## src/hdl/fcs_pkg.sv

```systemverilog
`default_nettype none
// ----------------------------------------------------------------------------
// fcs_pkg: flash command sequencer definitions
// Widths, command bytes, unlock addresses, mode and operation codes.
// ----------------------------------------------------------------------------
package fcs_pkg;

    localparam int ADDR_BITS = 24;
    localparam int DATA_BITS = 16;
    localparam int CMD_BITS  = 8;
    localparam int SIZE_W    = 5;
    localparam int MODE_W    = 3;
    localparam int KIND_W    = 3;

    localparam logic [ADDR_BITS-1:0] UNLOCK_A = ADDR_BITS'(32'h5555 * 2);
    localparam logic [ADDR_BITS-1:0] UNLOCK_B = ADDR_BITS'(32'h2aaa * 2);

    localparam logic [ADDR_BITS-1:0] SECTOR_ALIGN = ~ADDR_BITS'(32'h0000_1000 - 1);
    localparam logic [ADDR_BITS-1:0] BLOCK_ALIGN  = ~ADDR_BITS'(32'h0001_0000 - 1);

    localparam logic [SIZE_W-1:0] SIZE_RESET = SIZE_W'(ADDR_BITS);

    localparam logic [CMD_BITS-1:0] CMD_UNLOCK1 = 8'haa;
    localparam logic [CMD_BITS-1:0] CMD_UNLOCK2 = 8'h55;
    localparam logic [CMD_BITS-1:0] CMD_ERASE   = 8'h80;
    localparam logic [CMD_BITS-1:0] CMD_ID      = 8'h90;
    localparam logic [CMD_BITS-1:0] CMD_QUERY   = 8'h98;
    localparam logic [CMD_BITS-1:0] CMD_PROGRAM = 8'ha0;
    localparam logic [CMD_BITS-1:0] CMD_CHIP    = 8'h10;
    localparam logic [CMD_BITS-1:0] CMD_SECTOR  = 8'h30;
    localparam logic [CMD_BITS-1:0] CMD_BLOCK   = 8'h50;
    localparam logic [CMD_BITS-1:0] CMD_EXIT    = 8'hf0;

    localparam logic [MODE_W-1:0] M_CODE_NORMAL  = 3'd0;
    localparam logic [MODE_W-1:0] M_CODE_ENTER1  = 3'd1;
    localparam logic [MODE_W-1:0] M_CODE_ENTER2  = 3'd2;
    localparam logic [MODE_W-1:0] M_CODE_ENTER3  = 3'd3;
    localparam logic [MODE_W-1:0] M_CODE_ENTER4  = 3'd4;
    localparam logic [MODE_W-1:0] M_CODE_ENTER5  = 3'd5;
    localparam logic [MODE_W-1:0] M_CODE_QUERY   = 3'd6;
    localparam logic [MODE_W-1:0] M_CODE_PROGRAM = 3'd7;

    typedef enum logic [7:0] {
        MODE_NORMAL  = 8'b0000_0001,
        MODE_ENTER1  = 8'b0000_0010,
        MODE_ENTER2  = 8'b0000_0100,
        MODE_ENTER3  = 8'b0000_1000,
        MODE_ENTER4  = 8'b0001_0000,
        MODE_ENTER5  = 8'b0010_0000,
        MODE_QUERY   = 8'b0100_0000,
        MODE_PROGRAM = 8'b1000_0000
    } mode_t;

    typedef enum logic [KIND_W-1:0] {
        OP_NONE    = 3'd0,
        OP_PROGRAM = 3'd1,
        OP_SECTOR  = 3'd2,
        OP_BLOCK   = 3'd3,
        OP_CHIP    = 3'd4
    } op_kind_t;

    typedef struct packed {
        op_kind_t               kind;
        logic [ADDR_BITS-1:0]   address;
        logic [DATA_BITS-1:0]   data;
        mode_t                  next_mode;
        logic                   seq_error;
    } fcs_result_t;

    function automatic logic [MODE_W-1:0] mode_code(mode_t m);
        logic [MODE_W-1:0] c;
        case (m)
            MODE_NORMAL:  c = M_CODE_NORMAL;
            MODE_ENTER1:  c = M_CODE_ENTER1;
            MODE_ENTER2:  c = M_CODE_ENTER2;
            MODE_ENTER3:  c = M_CODE_ENTER3;
            MODE_ENTER4:  c = M_CODE_ENTER4;
            MODE_ENTER5:  c = M_CODE_ENTER5;
            MODE_QUERY:   c = M_CODE_QUERY;
            MODE_PROGRAM: c = M_CODE_PROGRAM;
            default:      c = M_CODE_NORMAL;
        endcase
        return c;
    endfunction

    function automatic logic [ADDR_BITS-1:0] size_mask(logic [SIZE_W-1:0] bits);
        logic [SIZE_W:0] eff;
        eff = {1'b0, bits};
        if (eff > (SIZE_W + 1)'(ADDR_BITS))
        begin
            eff = (SIZE_W + 1)'(ADDR_BITS);
        end
        return ~({ADDR_BITS{1'b1}} << eff);
    endfunction

endpackage
`default_nettype wire

```

## src/hdl/fcs_wr_if.sv

```systemverilog
`default_nettype none
// ----------------------------------------------------------------------------
// fcs_wr_if: bus write channel
// Valid/ready channel carrying one flash bus write (offset and halfword).
// ----------------------------------------------------------------------------
interface fcs_wr_if;
    logic                           valid;
    logic                           ready;
    logic [fcs_pkg::ADDR_BITS-1:0]  offset;
    logic [fcs_pkg::DATA_BITS-1:0]  wdata;

    modport source (output valid, output offset, output wdata, input ready);
    modport sink   (input valid, input offset, input wdata, output ready);
endinterface
`default_nettype wire

```

## src/hdl/fcs_op_if.sv

```systemverilog
`default_nettype none
// ----------------------------------------------------------------------------
// fcs_op_if: operation channel
// Valid/ready channel carrying the decoded array operation for one write.
// ----------------------------------------------------------------------------
interface fcs_op_if;
    logic                           valid;
    logic                           ready;
    logic [fcs_pkg::KIND_W-1:0]     op_kind;
    logic [fcs_pkg::ADDR_BITS-1:0]  op_address;
    logic [fcs_pkg::DATA_BITS-1:0]  op_data;
    logic [fcs_pkg::MODE_W-1:0]     mode;
    logic                           seq_error;

    modport source (output valid, output op_kind, output op_address, output op_data,
                    output mode, output seq_error, input ready);
    modport sink   (input valid, input op_kind, input op_address, input op_data,
                    input mode, input seq_error, output ready);
endinterface
`default_nettype wire

```

## src/hdl/flash_command_sequencer.sv

```systemverilog
`default_nettype none
// ----------------------------------------------------------------------------
// flash_command_sequencer: parallel NOR flash command sequencer
// Decodes JEDEC-style unlock/command bus writes into array operations.
//
//   channel   direction  payload
//   wr        in         offset[23:0], wdata[15:0]
//   op        out        op_kind, op_address, op_data, mode, seq_error
//   cfg       in         cfg_we, cfg_wdata[4:0] (size_bits)
//
// The operation passes through an input register, the decode, then the result
// register. One item per cycle sustained while the op channel is ready;
// the mode register closes its loop through the combinational decode.
// Reset empties both stages, sets normal mode and a 16 MB size.
// A stalled op channel holds the result; the input stage still takes one item.
// ----------------------------------------------------------------------------
module flash_command_sequencer
(
    input  logic                        clk,
    input  logic                        rst_n,
    fcs_wr_if.sink                      wr,
    fcs_op_if.source                    op,
    input  logic                        cfg_we,
    input  logic [fcs_pkg::SIZE_W-1:0]  cfg_wdata
);

    logic                           in_valid_reg;
    logic [fcs_pkg::ADDR_BITS-1:0]  in_offset_reg;
    logic [fcs_pkg::DATA_BITS-1:0]  in_wdata_reg;

    logic                           res_valid_reg;
    fcs_pkg::op_kind_t              res_kind_reg;
    logic [fcs_pkg::ADDR_BITS-1:0]  res_address_reg;
    logic [fcs_pkg::DATA_BITS-1:0]  res_data_reg;
    logic [fcs_pkg::MODE_W-1:0]     res_mode_reg;
    logic                           res_error_reg;

    fcs_pkg::mode_t                 mode_reg;
    logic [fcs_pkg::ADDR_BITS-1:0]  mask_reg;

    logic                           advance;
    logic                           wr_fire;
    fcs_pkg::fcs_result_t           dec;

    assign advance  = in_valid_reg && (!res_valid_reg || op.ready);
    assign wr.ready = !in_valid_reg || advance;
    assign wr_fire  = wr.valid && wr.ready;

    fcs_decode u_decode
    (
        .mode   (mode_reg),
        .addr   (in_offset_reg & mask_reg),
        .data   (in_wdata_reg),
        .result (dec)
    );

    always_ff @(posedge clk or negedge rst_n)
    begin
        if (!rst_n)
        begin
            mask_reg      <= fcs_pkg::size_mask(fcs_pkg::SIZE_RESET);
            mode_reg      <= fcs_pkg::MODE_NORMAL;
            in_valid_reg  <= 1'b0;
            res_valid_reg <= 1'b0;
        end
        else
        begin
            if (cfg_we)
                mask_reg <= fcs_pkg::size_mask(cfg_wdata);
            if (wr.ready)
                in_valid_reg <= wr.valid;
            if (advance)
            begin
                mode_reg      <= dec.next_mode;
                res_valid_reg <= 1'b1;
            end
            else if (op.ready)
            begin
                res_valid_reg <= 1'b0;
            end
        end
    end

    // hold payload unless its stage takes a new item
    always_ff @(posedge clk)
    begin
        if (wr_fire)
        begin
            in_offset_reg <= wr.offset;
            in_wdata_reg  <= wr.wdata;
        end
        if (advance)
        begin
            res_kind_reg    <= dec.kind;
            res_address_reg <= dec.address;
            res_data_reg    <= dec.data;
            res_mode_reg    <= fcs_pkg::mode_code(dec.next_mode);
            res_error_reg   <= dec.seq_error;
        end
    end

    assign op.valid      = res_valid_reg;
    assign op.op_kind    = res_kind_reg;
    assign op.op_address = res_address_reg;
    assign op.op_data    = res_data_reg;
    assign op.mode       = res_mode_reg;
    assign op.seq_error  = res_error_reg;

    a_stall_holds_mode: assert property (@(posedge clk) disable iff (!rst_n)
        res_valid_reg && !op.ready |=> $stable(mode_reg))
        else $error("mode advanced while the result stage was stalled");

    a_mode_matches: assert property (@(posedge clk) disable iff (!rst_n)
        res_valid_reg |-> res_mode_reg == fcs_pkg::mode_code(mode_reg))
        else $error("reported mode differs from the mode register");

    a_error_clean: assert property (@(posedge clk) disable iff (!rst_n)
        res_valid_reg && res_error_reg |->
            res_kind_reg == fcs_pkg::OP_NONE && res_mode_reg == fcs_pkg::M_CODE_NORMAL)
        else $error("sequence error with an operation or a non-normal mode");

    a_op_returns_normal: assert property (@(posedge clk) disable iff (!rst_n)
        res_valid_reg && res_kind_reg != fcs_pkg::OP_NONE |->
            res_mode_reg == fcs_pkg::M_CODE_NORMAL && !res_error_reg)
        else $error("array operation not followed by normal mode");

endmodule
`default_nettype wire

```

## src/hdl/fcs_decode.sv

```systemverilog
`default_nettype none
// ----------------------------------------------------------------------------
// fcs_decode: command decode
// Next mode and array operation for one masked bus write in the current mode.
// ----------------------------------------------------------------------------
module fcs_decode
(
    input  fcs_pkg::mode_t                  mode,
    input  logic [fcs_pkg::ADDR_BITS-1:0]   addr,
    input  logic [fcs_pkg::DATA_BITS-1:0]   data,
    output fcs_pkg::fcs_result_t            result
);

    logic [fcs_pkg::CMD_BITS-1:0] cmd;
    logic                         at_a;
    logic                         at_b;

    assign cmd  = data[fcs_pkg::CMD_BITS-1:0];
    assign at_a = (addr == fcs_pkg::UNLOCK_A);
    assign at_b = (addr == fcs_pkg::UNLOCK_B);

    always_comb
    begin
        result.kind      = fcs_pkg::OP_NONE;
        result.address   = '0;
        result.data      = '0;
        result.next_mode = fcs_pkg::MODE_NORMAL;
        result.seq_error = 1'b0;

        if (mode != fcs_pkg::MODE_PROGRAM && cmd == fcs_pkg::CMD_EXIT)
        begin
            result.next_mode = fcs_pkg::MODE_NORMAL;
        end
        else
        begin
            case (mode)
                fcs_pkg::MODE_NORMAL:
                begin
                    if (at_a && cmd == fcs_pkg::CMD_UNLOCK1)
                        result.next_mode = fcs_pkg::MODE_ENTER1;
                    else
                        result.seq_error = 1'b1;
                end
                fcs_pkg::MODE_ENTER1:
                begin
                    if (at_b && cmd == fcs_pkg::CMD_UNLOCK2)
                        result.next_mode = fcs_pkg::MODE_ENTER2;
                    else
                        result.seq_error = 1'b1;
                end
                fcs_pkg::MODE_ENTER2:
                begin
                    if (!at_a)
                        result.seq_error = 1'b1;
                    else if (cmd == fcs_pkg::CMD_ERASE)
                        result.next_mode = fcs_pkg::MODE_ENTER3;
                    else if (cmd inside {fcs_pkg::CMD_ID, fcs_pkg::CMD_QUERY})
                        result.next_mode = fcs_pkg::MODE_QUERY;
                    else if (cmd == fcs_pkg::CMD_PROGRAM)
                        result.next_mode = fcs_pkg::MODE_PROGRAM;
                    else
                        result.seq_error = 1'b1;
                end
                fcs_pkg::MODE_ENTER3:
                begin
                    if (at_a && cmd == fcs_pkg::CMD_UNLOCK1)
                        result.next_mode = fcs_pkg::MODE_ENTER4;
                    else
                        result.seq_error = 1'b1;
                end
                fcs_pkg::MODE_ENTER4:
                begin
                    if (at_b && cmd == fcs_pkg::CMD_UNLOCK2)
                        result.next_mode = fcs_pkg::MODE_ENTER5;
                    else
                        result.seq_error = 1'b1;
                end
                fcs_pkg::MODE_ENTER5:
                begin
                    if (cmd == fcs_pkg::CMD_CHIP && at_a)
                    begin
                        result.kind = fcs_pkg::OP_CHIP;
                    end
                    else if (cmd == fcs_pkg::CMD_SECTOR)
                    begin
                        result.kind    = fcs_pkg::OP_SECTOR;
                        result.address = addr & fcs_pkg::SECTOR_ALIGN;
                    end
                    else if (cmd == fcs_pkg::CMD_BLOCK)
                    begin
                        result.kind    = fcs_pkg::OP_BLOCK;
                        result.address = addr & fcs_pkg::BLOCK_ALIGN;
                    end
                    else
                    begin
                        result.seq_error = 1'b1;
                    end
                end
                fcs_pkg::MODE_QUERY:
                begin
                    if ((at_a && cmd == fcs_pkg::CMD_UNLOCK1) ||
                        (at_b && cmd == fcs_pkg::CMD_UNLOCK2))
                        result.next_mode = fcs_pkg::MODE_QUERY;
                    else
                        result.seq_error = 1'b1;
                end
                fcs_pkg::MODE_PROGRAM:
                begin
                    result.kind    = fcs_pkg::OP_PROGRAM;
                    result.address = addr;
                    result.data    = data;
                end
                default:
                begin
                    result.seq_error = 1'b1;
                end
            endcase
        end
    end

endmodule
`default_nettype wire

```

## src/flat_wrapper.sv

```systemverilog
// flat-port wrapper written by rule: the top's interface ports become plain ports
module flash_command_sequencer_flat 
  (clk, rst_n, cfg_we, cfg_wdata, wr_valid, wr_offset, wr_wdata, wr_ready, op_valid, op_op_kind, op_op_address, op_op_data, op_mode, op_seq_error, op_ready);
  fcs_wr_if wr_i ();
  fcs_op_if op_i ();
  input  logic clk;
  input  logic rst_n;
  input  logic cfg_we;
  input  logic [fcs_pkg::SIZE_W-1:0] cfg_wdata;
  input wire logic [$bits(wr_i.valid)-1:0] wr_valid;
  input wire logic [$bits(wr_i.offset)-1:0] wr_offset;
  input wire logic [$bits(wr_i.wdata)-1:0] wr_wdata;
  output wire logic [$bits(wr_i.ready)-1:0] wr_ready;
  output wire logic [$bits(op_i.valid)-1:0] op_valid;
  output wire logic [$bits(op_i.op_kind)-1:0] op_op_kind;
  output wire logic [$bits(op_i.op_address)-1:0] op_op_address;
  output wire logic [$bits(op_i.op_data)-1:0] op_op_data;
  output wire logic [$bits(op_i.mode)-1:0] op_mode;
  output wire logic [$bits(op_i.seq_error)-1:0] op_seq_error;
  input wire logic [$bits(op_i.ready)-1:0] op_ready;
  assign wr_i.valid = wr_valid;
  assign wr_i.offset = wr_offset;
  assign wr_i.wdata = wr_wdata;
  assign wr_ready = wr_i.ready;
  assign op_valid = op_i.valid;
  assign op_op_kind = op_i.op_kind;
  assign op_op_address = op_i.op_address;
  assign op_op_data = op_i.op_data;
  assign op_mode = op_i.mode;
  assign op_seq_error = op_i.seq_error;
  assign op_i.ready = op_ready;
  flash_command_sequencer u_core (.clk(clk), .rst_n(rst_n), .wr(wr_i), .op(op_i), .cfg_we(cfg_we), .cfg_wdata(cfg_wdata));
endmodule
```

## config.mk

```make
export PLATFORM = sky130hd
export DESIGN_NAME = flash_command_sequencer_flat
export DESIGN_NICKNAME = d
export VERILOG_FILES = /design/src/hdl/fcs_pkg.sv /design/src/hdl/fcs_wr_if.sv /design/src/hdl/fcs_op_if.sv /design/src/hdl/flash_command_sequencer.sv /design/src/hdl/fcs_decode.sv /design/src/flat_wrapper.sv
export SDC_FILE = /design/constraint.sdc
export NUM_CORES = 1
export LEC_CHECK = 0
export BUFFER_PORTS_ARGS = -buffer_cell sky130_fd_sc_hd__buf_2
export CORE_ASPECT_RATIO = 1.25
export CORE_MARGIN = 8
export CORE_UTILIZATION = 55
export DETAILED_ROUTE_END_ITERATION = 8
export PLACE_DENSITY = 0.77
export RECOVER_POWER = 50
export SLEW_MARGIN = 10
export SYNTH_ARGS = -nofsm -noshare
export SYNTH_HDL_FRONTEND = slang
export SYNTH_SLANG_ARGS = --single-unit
```

## constraint.sdc

```tcl
create_clock -name clk -period 2.46 [get_ports clk]
set_input_delay 0.123 -clock clk [delete_from_list [all_inputs] [get_ports clk]]
set_output_delay 0.123 -clock clk [all_outputs]
set_load 0.02 [all_outputs]
```

Yosys cells after proc, flatten, opt, wreduce, memory -nomap -nowiden
Index checks and enable logic that the tools add are counted.
{ "word_totals": {"ff_bits": 121, "inputBits": 50, "wordCells": 92} }
{ "op_classes": {"order_cmp": 1, "n_eq_ne": 28, "shifts": 1, "muxes": 32, "n_bitwise": 3, "n_reduce_logical": 16} }
{ "op_table": {"columns": ["op", "count"], "rows": [
  ["$eq A8 B8 Y1 const B", 8],
  ["$pmux W27 S2", 1],
  ["$pmux W8 S6", 1],
  ["$mux W8", 5],
  ["$eq A8 B7 Y1 const B", 4],
  ["$mux W27", 1],
  ["$mux W26", 1],
  ["$and A24 B24 Y24", 1],
  ["$eq A24 B15 Y1 const B", 1],
  ["$eq A24 B16 Y1 const B", 1],
  ["$eq A8 B5 Y1 const B", 3],
  ["$eq A8 B6 Y1 const B", 3],
  ["$mux W24", 1],
  ["$not A24 Y24", 1],
  ["$shl A24 B6 Y24 const A", 1],
  ["$pmux W3 S7", 1],
  ["$eq A8 B2 Y1 const B", 2],
  ["$eq A8 B3 Y1 const B", 2],
  ["$eq A8 B4 Y1 const B", 2],
  ["$mux W1", 12],
  ["$mux W6", 2],
  ["$mux W5", 2],
  ["$eq A8 B1 Y1 const B", 1],
  ["$ne A8 B8 Y1 const B", 1],
  ["11 further kinds", 23]
]} }

Longest topological paths before layout
Gate-level depths: netlist (run 1).
{ "depth": {"depth_word": 9, "depth_mapped": 7} }

Modules after synthesis
From an unflattened synthesis (run 1), not the netlist that was laid out.
{ "hier_totals": {"hier_cells": 404, "hier_area_um2": 5236.3} }
{ "modules_own_cells": {"columns": ["module", "n_inst", "cells_each", "area_per_inst_um2"], "rows": [
  ["flash_command_sequencer", 1, 265, 4331.7],
  ["fcs_decode", 1, 139, 904.6]
]} }

Least setup slack after synthesis (run 1)
Ideal clock, no wire load.
{ "synth_path": {"kind": "register to register", "from": "register u_core.mask_reg[11] (netlist bit)", "to": "register u_core.res_mode_reg, in the netlist u_core.op.mode[2] (data pin)", "arrival_time_ns": 2.016, "t_required_ns": 2.205, "slack_ns": 0.189, "stages_incl_launch_ff": 7, "synth_period_minus_slack_ns": 2.271, "cell_sequence": "dfstp_2 nand4_1 or4_1 nor4_4 nand4_1 o211a_1 and3_1"} }
{ "synth_between": {"elab_chain_len": 9, "word_cells_on_any_way": 22, "classes_between": "9 x eq/ne; 9 x mux; 1 x bitwise; 3 x reduce/logical"} }
{ "synth_rtl": {"columns": ["item", "line_no", "source"], "rows": [
  ["start, declared", "flash_command_sequencer.sv:39", "logic [fcs_pkg::ADDR_BITS-1:0] mask_reg;"],
  ["start signal, assigned", "flash_command_sequencer.sv:61", "mask_reg <= fcs_pkg::size_mask(fcs_pkg::SIZE_RESET);"],
  ["start signal, assigned", "flash_command_sequencer.sv:69", "mask_reg <= fcs_pkg::size_mask(cfg_wdata);"],
  ["$and A24 B24 Y24 *", "flash_command_sequencer.sv:52", ".addr (in_offset_reg & mask_reg),"],
  ["$eq A24 B16 Y1 / $eq A24 B15 Y1 (equally long branches)", "fcs_decode.sv:19, fcs_decode.sv:20", null],
  ["$logic_and A1 B1 Y1, on equally long branches", null, null],
  ["$logic_or A1 B1 Y1", "fcs_decode.sv:101", "if ((at_a && cmd == fcs_pkg::CMD_UNLOCK1) ||"],
  ["$mux W7", "fcs_decode.sv:101", null],
  ["$pmux W8 S6 *", "fcs_decode.sv:36", "case (mode)"],
  ["$mux W8 *", "fcs_decode.sv:30", "if (mode != fcs_pkg::MODE_PROGRAM && cmd == fcs_pkg::CMD_EXIT)"],
  ["$eq A8 B8 Y1 (tied with other cells)", "fcs_pkg.sv:72", "case (m)"],
  ["$pmux W3 S7 *", "fcs_pkg.sv:72", null],
  ["end signal, assigned", "flash_command_sequencer.sv:97", "res_mode_reg <= fcs_pkg::mode_code(dec.next_mode);"],
  ["end, declared", "flash_command_sequencer.sv:35", "logic [fcs_pkg::MODE_W-1:0] res_mode_reg;"]
]} }
Mark *: on every way between the ends. The rest lies on a longest branch, timed or not.
A chain may end at the register's enable or synchronous reset.

Worst setup path after layout (run 1)
{ "layout_path": {"from": "register u_core.in_offset_reg[17] (netlist bit)", "to": "register u_core.res_mode_reg, in the netlist u_core.op.mode[2] (data pin)"} }
{ "layout_between": {"elab_chain_len": 9, "word_cells_on_any_way": 22, "classes_between": "9 x eq/ne; 9 x mux; 1 x bitwise; 3 x reduce/logical"} }
{ "layout_rtl": {"columns": ["item", "line_no", "source"], "rows": [
  ["start, declared", "flash_command_sequencer.sv:28", "logic [fcs_pkg::ADDR_BITS-1:0] in_offset_reg;"],
  ["start signal, assigned", "flash_command_sequencer.sv:89", "in_offset_reg <= wr.offset;"],
  ["$and A24 B24 Y24 *", "flash_command_sequencer.sv:52", null],
  ["$eq A24 B16 Y1 / $eq A24 B15 Y1 (equally long branches)", "fcs_decode.sv:19, fcs_decode.sv:20", null],
  ["$logic_and A1 B1 Y1, on equally long branches", null, null],
  ["$logic_or A1 B1 Y1", "fcs_decode.sv:101", null],
  ["$mux W7", "fcs_decode.sv:101", null],
  ["$pmux W8 S6 *", "fcs_decode.sv:36", null],
  ["$mux W8 *", "fcs_decode.sv:30", null],
  ["$eq A8 B8 Y1 (tied with other cells)", "fcs_pkg.sv:72", null],
  ["$pmux W3 S7 *", "fcs_pkg.sv:72", null]
]} }
Marked as above.

==> results of run 1 <==
-- per-stage QoR --
| stage | cell area, um2 | instances | total power, uW | setup WS [ns] |
|---|---|---|---|---|
| 6_report | 6780 | 694 | 5280 | 0.0621 |
| 5_1_grt | 6780 | 694 | 5450 | -0.0335 |
| 4_1_cts | 6800 | 692 | 5290 | 0.0157 |
| 3_5_place_dp | 5720 | 609 | 2940 | 0.0225 |
| 3_3_place_gp | 5720 | 609 | 2920 | 0.0429 |
| 2_1_floorplan | 4970 | 388 | 2740 | 0.189 |
-- how the worst max path moves through the flow --
stage	from	endpoint	slack, ns	depth (start not counted)
after floorplan	u_core.mask_reg[11]$_DFFE_PN1P_	u_core.op.mode[2]$_DFFE_PP_	0.19	6
after global placement	u_core.in_wdata_reg[1]$_DFFE_PP_	u_core.op.seq_error$_SDFFCE_PP0P_	0.04	7
after detailed placement	u_core.in_wdata_reg[3]$_DFFE_PP_	u_core.op.seq_error$_SDFFCE_PP0P_	0.02	7
after CTS	u_core.in_offset_reg[17]$_DFFE_PP_	u_core.op.mode[2]$_DFFE_PP_	0.02	7
after global routing	u_core.in_offset_reg[17]$_DFFE_PP_	u_core.op.mode[2]$_DFFE_PP_	-0.03	9
final	u_core.in_offset_reg[17]$_DFFE_PP_	u_core.op.mode[2]$_DFFE_PP_	0.06	9
-- cell type report --
class / count / area (um2)
Clock buffer: 21 / 470
Clock inverter: 11 / 93.8
Fill cell: 577 / 1970
Inverter: 10 / 37.5
Multi-Input combinational cell: 239 / 1410
Sequential cell: 121 / 3490
Tap cell: 120 / 150
Timing Repair Buffer: 172 / 1130
-- kinds of logic after synthesis --
kind of cell	count (synthesis)	share of synthesized area, %
muxes	4	0.907
xor gates and xnor gates	2	0.353
buffers and inverters	28	2.12
and+or+nand+nor	174	18.8
DFF	121	70.4
AOI/OAI and AO/OA	59	7.46
-- layer usage --
metal	track usage (%)	up-vias	wire length (um)
met1	21.8	1771	4640
li1	-	1777	-
met3	5.89	27	681
met2	39.3	137	7090
met5	0	-	0
met4	9.34	0	312
-- power by group through the flow --
stage | logic [uW] | registers [uW] | clock network [uW]
global placement | 450 | 2470 | 0
CTS | 523 | 2440 | 2330
detailed placement | 458 | 2480 | 0
finish | 528 | 2450 | 2310
floorplan | 216 | 2520 | 0
global route | 571 | 2460 | 2420
-- cells in the mapped netlist (all sizes together) (2+ instances only) --
library cell | number | area, um2
a21oi | 14 | 70.1
a22oi | 4 | 30.0
a31oi | 14 | 87.6
and2 | 21 | 131
and3 | 2 | 12.5
and4b | 4 | 40.0
buf | 2 | 7.51
clkbuf | 16 | 60.1
dfrtp | 9 | 225
dfstp | 25 | 657
edfxtp | 87 | 2610
inv | 10 | 37.5
mux2 | 4 | 45.0
nand2 | 41 | 154
nand2b | 7 | 43.8
nand3 | 8 | 40.0
nand4 | 9 | 56.3
nand4b | 6 | 52.6
nor2 | 46 | 173
nor2b | 4 | 25.0
nor3 | 6 | 30.0
nor4 | 8 | 86.3
nor4b | 3 | 26.3
o21ai | 14 | 70.1
o311ai | 2 | 17.5
o31ai | 2 | 15.0
or2 | 3 | 18.8
or4 | 4 | 30.0
xnor2 | 2 | 17.5
-- worst max-delay path, cell delays in order (launching register included) --
cell and delay, ns:
edfxtp_1 0.39, a222oi_1 0.38, buf_4 0.18, nand4_1 0.08
buf_4 0.18, nor4_4 0.29, buf_4 0.18, nand4_1 0.12
o211a_1 0.22, and3_1 0.13
-- repair_timing --
action,4_1_cts,5_1_grt
buffers inserted,0,2
endpoints found under the setup margin,1,3
endpoints found under the hold margin,67,0
hold buffers,51,0
gates resized for setup,0,7
gates cloned,0,0
pin swaps,2,4
==> key figures, run 1 <==
Synthesis
  – Asr flop ratio synth: 28.1%
  – Synth Instances: 388
  – Post-synthesis sequential area ratio: 70.4%
  – Number of synthesized flops with an enable pin: 87
  – Synth warn: 0
  – Distinct cells, synth: 43
  – Avg Cell Area, Syn: 12.8 um2
  – Mapped Nets: 438
  – Syn Std Cell Area: 4970 um2
  – Flops & latches, synth: 121
  – Top FF cell, synth: edfxtp_1

Critical path
  – Endpoint class of the critical path: register
  – Data required time of the worst path: 2.73 ns
  – R2R Setup Slk: 0.06 ns
  – Reg2Reg Depth: 9
  – CP Max Fanout: 5
  – Worst flop-to-flop path startpoint: u_core.in_offset_reg[17]$_DFFE_PP_
  – WP data arrival: 2.67 ns
  – Crit Path Class: reg -> reg
  – Critical Path Start Type: register
  – Reg2reg end: u_core.op.mode[2]$_DFFE_PP_

Timing
  – # setup viols final: 0
  – Slew Viols, Final: 35
  – Max_slew headroom: -24.4%
  – FMAX: 0.417 GHz
  – Fin crit share: 97.5%
  – Hold Violations, Final: 0
  – Fin crit period: 2.40 ns
  – Min Hold Slack: 0.161 ns
  – Setup TNS: 0 ns
  – Worst Skew: 0.00701 ns
  – Slew @ Worst Pin: 1.87 ns

Die
  – IO Pins: 99
  – Core area: 8750 um2
  – Starting Density: 56.8%
  – Die Y: 122 um
  – # rows: 38
  – Die Wd: 101 um
  – Die area: 12300 um2

Routing
  – Post-route antenna net violation count: 0
  – DR vias/cell: 5.35
  – Routed vias: 3712
  – DRC: 0
  – Post-DR wirelength/cell: 18.3 um
  – Drt total wl: 12.7 mm
  – First-pass detailed-route iteration total: 4
  – DRT iter0 DRCs: 314

Clocking
  – H-tree depth: 4
  – Sink Count: 121
  – Root buf cell: clkbuf_8
  – TritonCTS clock tree: built
  – Worst-Skew Late Latency: 0.52 ns
  – Num CTS Buffers: 17
  – Longest Clk Path Bufs: 2
  – Clock slew at reported path FFs: 0.06 ns

Place
  – Placer Congestion: 0.871
  – Port bufs: 98
  – Placed wire-length estimate: 8.25 mm

Finish
  – # diodes: 0
  – Fin util: 77.5%
  – NumNets Final: 611
  – Layout cells sized above 1: 23.5%
  – Most frequent cells in the layout: edfxtp_1, clkbuf_1, dlygate4sd3_1, nor2_1, buf_2
  – Commonest non-fill, non-tap cell in the layout: edfxtp_1
  – Layout area overhead: 36.6%

Power and ir drop
  – Power Dens Cells: 779 nW/um2
  – Clock share of power: 43.7%
  – Internal power: 4020 uW
  – Switching power share of the total: 23.9%
  – Peak supply drop: 0.579 mV
  – Switch Pwr: 1260 uW
  – Share of power burned in combinational logic: 10.0%
  – LEAKAGE: 0.00257 uW
  – Sequential power share: 46.3%

Global route
  – Vias in the first global route: 3895
  – Maximum number of pins on one net before global-route repair: 44
  – GRT Util Overall: 21.2%
  – Global-route wire length before repair: 19.6 mm
  – Antenna violations before repair: 0
  – Global route overflow: 0

Worst hold path
  – Worst min-delay path class: in -> reg
  – Worst hold stages: 3
  – Min-delay src: cfg_we
  – Hold EP: u_core.mask_reg[6]$_DFFE_PN1P_

Status
  – Failing checks: max-capacitance violations, max-slew violations
  – Outcome: finished with violations

Run
  – Max Cap Viol: 1
No activity file was read; power rests on OpenSTA's default activity.
==> inputs of run 2 (changes only) <==
--- a/config.mk
+++ b/config.mk
@@ -5,12 +5,13 @@
 export SDC_FILE = /design/constraint.sdc
 export NUM_CORES = 1
 export LEC_CHECK = 0
+export ABC_AREA = 1
 export BUFFER_PORTS_ARGS = -buffer_cell sky130_fd_sc_hd__buf_2
 export CORE_ASPECT_RATIO = 1.25
 export CORE_MARGIN = 8
 export CORE_UTILIZATION = 55
 export DETAILED_ROUTE_END_ITERATION = 8
-export PLACE_DENSITY = 0.77
+export PLACE_DENSITY = 0.76
 export RECOVER_POWER = 50
 export SLEW_MARGIN = 10
 export SYNTH_ARGS = -nofsm -noshare
==> key figures, run 2 <==
Finish
  – # fillers: 660 (was 577)
  – Fin util: 73.4% (was 77.5%)
  – Non-filler cells in the finished layout: 814 (was 694)
  – Commonest non-fill, non-tap cell in the layout: nand2_1 (was edfxtp_1)
  – Layout cells sized above 1: 20.1% (was 23.5%)
  – NumNets Final: 724 (was 611)
  – Layout area overhead: 31.4% (was 36.6%)
  – Most frequent cells in the layout: nand2_1, nor2_1, edfxtp_1, inv_1, clkbuf_1 (was edfxtp_1, clkbuf_1, dlygate4sd3_1, nor2_1, buf_2)

Critical path
  – CP Max Fanout: 9 (was 5)
  – Critical Path Start Type: register (unchanged)
  – R2R Setup Slk: 0.36 ns (was 0.06 ns)
  – Reg2reg end: u_core.op.op_address[20]$_SDFFCE_PP0P_ (was u_core.op.mode[2]$_DFFE_PP_)
  – Crit Path Class: reg -> reg (unchanged)
  – Worst flop-to-flop path startpoint: u_core.mask_reg[9]$_DFFE_PN1P_ (was u_core.in_offset_reg[17]$_DFFE_PP_)
  – Data required time of the worst path: 2.60 ns (was 2.73 ns)
  – WP data arrival: 2.25 ns (was 2.67 ns)
  – Reg2Reg Depth: 10 (was 9)
  – Crit path launch: u_core.mask_reg[9]$_DFFE_PN1P_ (was u_core.in_offset_reg[17]$_DFFE_PP_)
  – CP endpoint: u_core.op.op_address[20]$_SDFFCE_PP0P_ (was u_core.op.mode[2]$_DFFE_PP_)
  – Endpoint class of the critical path: register (unchanged)

Synthesis
  – Post-synth top area share: 49.5% (was 52.6%)
  – Distinct cells, synth: 31 (was 43)
  – Yosys top cell by area: edfxtp_1 (unchanged)
  – Synth Area in Compound Gates: 5.97% (was 7.46%)
  – Post-synthesis mux area share: 0% (was 0.907%)
  – Main area contributors after synthesis: edfxtp_1, dfstp_2, nand2_1, nor2_1, dfrtp_1 (was edfxtp_1, dfstp_2, dfrtp_1, nor2_1, nand2_1)
  – Most frequent cell after synthesis: nand2_1 (was edfxtp_1)
  – Number of synthesized flops with an enable pin: 87 (unchanged)
  – Top FF cell, synth: edfxtp_1 (unchanged)
  – Synth warn: 0 (unchanged)
  – Synth top cells by count: nand2_1, nor2_1, edfxtp_1 (was edfxtp_1, nor2_1, nand2_1)
  – Avg Cell Area, Syn: 10.3 um2 (was 12.8 um2)
  – Synth Area in XOR/XNOR: 0% (was 0.353%)
  – Asr flop ratio synth: 28.1% (unchanged)
  – Simple-Gate Fraction of Synth Area: 22.6% (was 18.8%)
  – Largest family of logic cells by synthesized area: simple AND/OR/NAND/NOR gates (unchanged)
  – Mapped Nets: 565 (was 438)
  – Syn Std Cell Area: 5280 um2 (was 4970 um2)
  – Flops & latches, synth: 121 (unchanged)
  – Post-synthesis sequential area ratio: 66.2% (was 70.4%)
  – Synth Instances: 515 (was 388)
  – Synth Area in Adders: 0% (unchanged)

Die
  – Die area: 13000 um2 (was 12300 um2)
  – Core area: 9460 um2 (was 8750 um2)
  – Starting Density: 55.8% (was 56.8%)
  – # rows: 40 (was 38)
  – Die Y: 126 um (was 122 um)
  – Die Wd: 104 um (was 101 um)
  – IO Pins: 99 (unchanged)

Status
  – Outcome: finished with violations (unchanged)
  – Failing checks: max-capacitance violations, max-slew violations (unchanged)

Routing
  – DR vias/cell: 5.27 (was 5.35)
  – Routed wl met2: 7.04 mm (was 7.09 mm)
  – Wl on met1: 5.08 mm (was 4.64 mm)
  – DRT iter0 DRCs: 339 (was 314)
  – Routed vias: 4290 (was 3712)
  – Met3 wire len: 895 um (was 681 um)
  – First-pass detailed-route iteration total: 6 (was 4)
  – Post-DR wirelength/cell: 16.4 um (was 18.3 um)
  – Drt total wl: 13.3 mm (was 12.7 mm)
  – DRC: 0 (unchanged)
  – Post-route antenna net violation count: 0 (unchanged)
  – Top Layer Used: met4 (unchanged)

Place
  – Placer Congestion: 0.889 (was 0.871)
  – Placed wire-length estimate: 8.81 mm (was 8.25 mm)
  – Dpl cells: 736 (was 609)
  – Port bufs: 98 (unchanged)

Timing
  – Max_slew headroom: -26.4% (was -24.4%)
  – Setup TNS: 0 ns (unchanged)
  – Slew @ Worst Pin: 1.90 ns (was 1.87 ns)
  – FMAX: 0.475 GHz (was 0.417 GHz)
  – Fin crit share: 85.6% (was 97.5%)
  – Slew Viols, Final: 35 (unchanged)
  – Fin crit period: 2.10 ns (was 2.40 ns)
  – Hold Violations, Final: 0 (unchanged)
  – # setup viols final: 0 (unchanged)
  – RSZ-0062 raised after global routing: no
  – Worst Skew: 0.00618 ns (was 0.00701 ns)

Clocking
  – CTS Hold Buffers Added: 45 (was 51)
  – Post-CTS setup buffers: 0 (unchanged)
  – H-tree depth: 4 (unchanged)
  – Longest Clk Path Bufs: 2 (unchanged)
  – CTS-repair resized insts: 0 (unchanged)
  – Num CTS Buffers: 17 (unchanged)
  – Root buf cell: clkbuf_16 (was clkbuf_8)
  – Sink Count: 121 (unchanged)
  – Worst-Skew Late Latency: 0.41 ns (was 0.52 ns)
  – Clock slew at reported path FFs: 0.06 ns (about the same)
  – TritonCTS clock tree: built (unchanged)

Global route
  – Antenna violations before repair: 1 (was 0)
  – Maximum number of pins on one net before global-route repair: 49 (was 44)
  – Vias in the first global route: 4403 (was 3895)
  – Global route overflow: 0 (unchanged)
  – GRT Util Overall: 21.1% (was 21.2%)
  – Global-route wire length before repair: 21.6 mm (was 19.6 mm)

Run
  – Max Cap Viol: 1 (unchanged)

Power and ir drop
  – Power Dens Cells: 839 nW/um2 (was 779 nW/um2)
  – LEAKAGE: 0.00294 uW (was 0.00257 uW)
  – Total chip power: 5820 uW (was 5280 uW)
  – Peak supply drop: 0.551 mV (was 0.579 mV)

Worst hold path
  – Worst min-delay path class: in -> reg (unchanged)
==> run 2: final cells by class <==
cell class | count | area (um2) | share of cell area [%]
Multi-Input combinational cell | 322 | 1510 | 21.7
Sequential cell | 121 | 3490 | 50.3
Timing Repair Buffer | 149 | 917 | 13.2
Clock buffer | 17 | 425 | 6.13
Antenna cell | 1 | 2.50 | 0.0360
Tap cell | 126 | 158 | 2.27
Clock inverter | 15 | 201 | 2.90
Inverter | 63 | 236 | 3.41
==> run 2: stage by stage <==
| step | setup slack [ns] | hold slack, ns | cell area [um2] |
|---|---|---|---|
| detailed placement | 0.369 | 0.241 | 5940 |
| finish | 0.355 | 0.0227 | 6940 |
| floorplan | 0.423 | -0.173 | 5280 |
| global placement | 0.432 | 0.228 | 5940 |
| CTS | 0.363 | 0.00925 | 7020 |
| global route | 0.195 | 0.0353 | 6940 |
==> run 2: critical path, stage by stage, from the launching register on <==
cell     delay, ns
dfstp_2       0.52
nand2_1       0.13
inv_2         0.10
nand2_1       0.06
nor2_1        0.08
nand2_1       0.06
nor2_2        0.16
nand3_2       0.13
nand2_1       0.07
or2_1         0.41
a21oi_2       0.10
==> run 2: logic make-up (layout without fill, tap and decap cells) <==
family,after synthesis,count (layout)
simple gates,271,271
flops,121,121
buf+inv,72,244
compound gates,51,51
other cells,0,1
==> run 2: layer usage <==
metal / vias to the layer above / track usage (%)
met5: - / 0
met4: 0 / 10.1
met3: 29 / 6.78
met2: 182 / 37.1
met1: 2027 / 22.2
li1: 2052 / -
==> run 2: worst min path at each step <==
stage | from | end | slack, ns | cells past startpoint
floorplan | rst_n | u_core.in_valid_reg$_DFFE_PN0N_ | -0.17 | 0
global placement | rst_n | u_core.in_valid_reg$_DFFE_PN0N_ | 0.23 | 1
detailed placement | rst_n | u_core.in_valid_reg$_DFFE_PN0N_ | 0.24 | 1
CTS | cfg_we | u_core.mask_reg[6]$_DFFE_PN1P_ | 0.009 | 3
global route | cfg_we | u_core.mask_reg[6]$_DFFE_PN1P_ | 0.04 | 3
finish | cfg_we | u_core.mask_reg[6]$_DFFE_PN1P_ | 0.02 | 3
==> run 2: power breakdown <==
part           switching, uW  internal, uW
Clock                    894          1690
Sequential              81.3          2440
Combinational            500           210
